### src/bfa_pkg.sv
// ----------------------------------------------------------------------------
// Bitmap first-fit allocator package
// Sizes, codes and shared types for the block allocator and its word search.
// ----------------------------------------------------------------------------
package bfa_pkg;

  localparam int unsigned MaxBlocks   = 65536;
  localparam int unsigned MapWordBits = 32;
  localparam int unsigned MapWords    = MaxBlocks / MapWordBits;
  localparam int unsigned AddrW       = $clog2(MapWords);
  localparam int unsigned BitW        = $clog2(MapWordBits);
  localparam int unsigned BlkW        = 16;
  localparam int unsigned CntW        = 17;
  localparam int unsigned CfgIdxW     = 2;

  localparam logic [CntW-1:0] CountCap   = CntW'(MaxBlocks);
  localparam logic [CntW-1:0] ScanLimit  = CntW'(65536);
  localparam logic [CntW-1:0] TotalReset = CntW'(65536);

  typedef enum logic [1:0] {
    FUNC_ALLOC = 2'd0,
    FUNC_FREE  = 2'd1,
    FUNC_MARK  = 2'd2,
    FUNC_NOP   = 2'd3
  } func_e;

  typedef enum logic [1:0] {
    STATUS_DONE    = 2'd0,
    STATUS_NO_FREE = 2'd1,
    STATUS_IGNORED = 2'd2
  } status_e;

  typedef enum logic [CfgIdxW-1:0] {
    CFG_DATA_START   = 2'd0,
    CFG_TOTAL_BLOCKS = 2'd1,
    CFG_INITIAL_FREE = 2'd2,
    CFG_UNUSED       = 2'd3
  } cfg_idx_e;

  typedef struct packed {
    logic [MapWordBits-1:0] word;
    logic                   lo_en;
    logic [BitW-1:0]        lo_bit;
    logic                   hi_en;
    logic [BitW-1:0]        hi_bit;
  } search_req_t;

  typedef struct packed {
    logic            found;
    logic [BitW-1:0] index;
  } search_res_t;

endpackage

### src/bfa_word_search.sv
// ----------------------------------------------------------------------------
// Bitmap word search
// Finds the lowest clear bit of one map word inside the permitted bit window.
// ----------------------------------------------------------------------------
module bfa_word_search (
  input  bfa_pkg::search_req_t req_i,
  output bfa_pkg::search_res_t res_o
);

  logic [bfa_pkg::MapWordBits-1:0] lo_mask;
  logic [bfa_pkg::MapWordBits-1:0] hi_mask;
  logic [bfa_pkg::MapWordBits-1:0] cand;

  always_comb begin
    lo_mask = '1;
    hi_mask = '1;
    if (req_i.lo_en) begin
      lo_mask = {bfa_pkg::MapWordBits{1'b1}} << req_i.lo_bit;
    end
    if (req_i.hi_en) begin
      hi_mask = ~({bfa_pkg::MapWordBits{1'b1}} << req_i.hi_bit);
    end
    cand = ~req_i.word & lo_mask & hi_mask;
  end

  always_comb begin
    res_o.found = 1'b0;
    res_o.index = '0;
    for (int i = bfa_pkg::MapWordBits - 1; i >= 0; i--) begin
      if (cand[i]) begin
        res_o.found = 1'b1;
        res_o.index = bfa_pkg::BitW'(i);
      end
    end
  end

endmodule

### config.mk
export PLATFORM = sky130hd
export DESIGN_NAME = bfa_word_search
export DESIGN_NICKNAME = d
export VERILOG_FILES = /design/src/bfa_pkg.sv /design/src/bfa_word_search.sv
export SDC_FILE = /design/constraint.sdc
export NUM_CORES = 1
export LEC_CHECK = 0
export BUFFER_PORTS_ARGS = -buffer_cell sky130_fd_sc_hd__buf_2
export CAP_MARGIN = 15
export CORE_ASPECT_RATIO = 1.4
export CORE_UTILIZATION = 35
export DETAILED_ROUTE_END_ITERATION = 10
export PLACE_DENSITY = 0.6
export SYNTH_ARGS = -nofsm -noshare
export SYNTH_HDL_FRONTEND = slang
export SYNTH_SLANG_ARGS = --single-unit
### constraint.sdc
create_clock -name vclk -period 2
set_input_delay 0.2 -clock vclk [all_inputs]
set_output_delay 0.2 -clock vclk [all_outputs]
set_load 0.01 [all_outputs]
# == Word level (Yosys, flattened, before mapping) ==
# Index checks and enable logic that the tools add are counted.
# totals
reg_bits,0
inputBits,44
output_inout_bits,6
word_cells,40
# op_classes
shift,2
n_mux,34
n_bitwise,4
# ops
operator,n
$mux W6,32
$and A32 B32 Y32,2
$mux W32,2
$not A32 Y32,2
$shl A32 B5 Y32 const A,2

# == Depth between registers and ports, before layout ==
# logic_depth
ltp_word,36
ltp_mapped,8
depth_no_buf,6

# == Worst setup path after synthesis ==
# No wires, ideal clock.
# synth_timing
path_kind,input to output
startpoint,input req_i[7] (netlist bit)
endpoint,output res_o[3] (netlist bit)
arrival_ns,1.915
t_required_ns,1.800
path_slack_ns,-0.115
path_stages,8
path_buffers,2
path_cell_list,buf_2 buf_2 or2_2 a221oi_1 nor2_1 nand4_1 or3b_1 a21oi_1
# synth_lines
element,line,source
start: declaration,bfa_word_search.sv:6,"input bfa_pkg::search_req_t req_i,"
end: declaration,bfa_word_search.sv:7,output bfa_pkg::search_res_t res_o

==> impl_results.md <==
* Nets@finish at 353
* Largest net degree at the start of global routing at 15
* Drt pass-1 iters at 4
* Critical path launch point type: input port
* Worst-margin pin slew at about 0.44 ns
* GPL Wtd Cong at between 0.9 and 1
* Placed instance count at 342
* Final worst slack at -0.300 ns
* Max-Slew Margin vs Limit at between 70% and 80%
* GR Util met3 at under 10%
* Clock Buffer Count at 0
* Critical Path RT at 1.80 ns
* Tcrit/Tclk final at 115%
* Die area at 4000 um^2
* FF+latch count at 0
* Share of layout cells above drive strength 1 at a little under three fifths
* P&R area growth vs syn at 82.6%
* Die width at 53.8 um
* Fill count at 321
* Syn avg cell area at roughly 6.6 um^2
* DR WL/cell at 17.3 um
* Hold Fails Final Rpt at 0
* # rows at 26
* Fmax at around 0.43 GHz
* Leak at approximately 1.1 nW
* Global routing usage on met1 at between 30% and 40%
* Syn nets at 242
* Total power draw at 0.000608 W
* Footprint of the multi-input gates at between 1000 and 1500 um^2
* Synth area leader: a21oi_1
* Max Cap Violations at 0
* Share of the synthesized area in the top cell type at just under 7%
* Total wire length at slightly above 6000 um
* GRT met2 Usage at between 50 and 60%
* Post-DRT Antenna Nets at 0
* Data arrival, critical path at 2.10 ns
* PD cells at approximately 250 nW/um^2
* IO Count at 50
* DR iter-0 viols at approximately 100
* Ant diodes at 0
* Failing checks: setup timing
* Setup CP Type: input port to output port
* Sequential element share of the synthesized area at 0%
* Synth Cell Area at approximately 1300 um^2
* Vias in the first global route at around 2000
* First-pass GRT wire length at 9230 um
* # hold bufs at CTS at 0
* Status: finished with violations
* Top cells by area, synth: a21oi_1 (6.9%), a221o_1 (5.3%), buf_2 (5.0%)
* Post-route insts no fill at 349
* Cells after synthesis at around 200
* Max IR drop VDD at around 0.14 mV
* Maximum fanout along the worst path at 3
* RSZ-0062 raised after global routing: true
* Routed vias at about 2200
* Tmin final at between 2 and 2.5 ns
* Distinct cells, synth at 59
* Final setup violation count at 6
* Hold Slack at about 1 ns
* Critical path capture point type: output port
* Hold WC Path Type: input port to output port
* Max Slew Vio Count at 0
* Tot GR Track Use at 30.8%
* Port Buf Inserts at 50
* FF/Latch Area at 0 um^2
* Core box area at roughly 3600 um^2
* DPL Wire Length at 4490 um
* YS warnings at 0
* Top Usage Layer GRT: met2
* Initial antenna violation count at 0
* Residual DRC count at 0
* DR vias/cell at 6.22
* DIE HEIGHT at ~74 um
* Starting Density at a little over a third
* Remaining Overflow, GRT at 0
* Final Util at around 66%
## stage by stage
stage,area [um^2],worst slack (ns),TNS [ns]
6_report,2400,-0.300,-1.05
3_5_place_dp,2080,-0.443,-1.97
2_1_floorplan,1340,-0.0360,-0.0360
4_1_cts,2330,-0.288,-0.937
3_3_place_gp,2080,-0.456,-2.05
5_1_grt,2400,-0.353,-1.62
## synth_stat cells (2+ instances only)
| master | instances |
|---|---|
| a2111o_1 | 2 |
| a2111oi_0 | 2 |
| a211o_1 | 3 |
| a211oi_1 | 5 |
| a21boi_0 | 2 |
| a21o_1 | 8 |
| a21oi_1 | 18 |
| a221o_1 | 7 |
| a221oi_1 | 7 |
| a311oi_1 | 2 |
| a31o_2 | 2 |
| and2_1 | 5 |
| and3_1 | 2 |
| buf_2 | 13 |
| buf_6 | 2 |
| clkbuf_1 | 5 |
| inv_1 | 6 |
| nand2_1 | 12 |
| nand2b_1 | 2 |
| nand3_1 | 6 |
| nand4_1 | 5 |
| nor2_1 | 9 |
| nor2b_1 | 6 |
| nor3_1 | 5 |
| o2111ai_1 | 2 |
| o211a_1 | 2 |
| o211ai_1 | 5 |
| o21a_1 | 3 |
| o21ai_0 | 13 |
| o311ai_0 | 2 |
| or2_2 | 4 |
| or3_1 | 3 |
| or4_1 | 2 |
## worst max-delay path, stage by stage
cell	delay [ns]
buf_6	0.09
a2111o_1	0.44
a221oi_4	0.37
nor2b_2	0.10
or4_4	0.45
a2111oi_4	0.21
a21oi_2	0.09
buf_2	0.14
## placed cells by master (no fill, tap or decap), drive strengths merged, types with 4 or more instances in the layout
cell	netlist	final
buf	16	129
a21oi	18	18
o21ai	13	13
nand2	12	12
nor2	9	9
a21o	8	8
a221oi	8	8
a221o	7	7
inv	6	6
nand3	6	6
nor2b	6	6
nand4	5	5
o211ai	5	5
a211oi	5	5
and2	5	5
nor3	5	5
or2	4	4
## report_power, final
part / switching [W] / total [W] / internal [W]
Clock: 0 / 0 / 0
Combinational: 0.000301 / 0.000608 / 0.000307
Sequential: 0 / 0 / 0
## area by class of cell
class	count	share of cell area, %
Multi-Input combinational cell	171	58.9
Tap cell	42	2.19
Timing Repair Buffer	130	38.0
Inverter	6	0.940
## cell families (layout without fill, tap and decap cells)
family | after synthesis | after routing | share of synthesized area [%]
AO/OA/AOI/OAI | 100 | 100 | 59.0
AND/OR/NAND/NOR | 71 | 71 | 30.9
buffers and inverters | 27 | 136 | 10.1
## final timing paths
path / slack [ns] / from / to / cells after the start
worst max-delay path: -0.30 / req_i[6] / res_o[0] / 8
worst min-delay path: 1.00 / req_i[12] / res_o[0] / 6
## timing repair
action / 4_1_cts / 5_1_grt
pin swaps: 20 / 7
cloned: 0 / 0
buffers inserted: 7 / 2
setup endpoints to repair: 6 / 6
resized for setup: 51 / 14
## metal layers
layer / part of all wire [%] / up-vias
li1: - / 1026
met1: 38 / 1029
met2: 54 / 95
met3: 4.6 / 20
met4: 3.0 / 0
met5: 0 / -
Note: power is estimated with default switching activity, not from simulation.
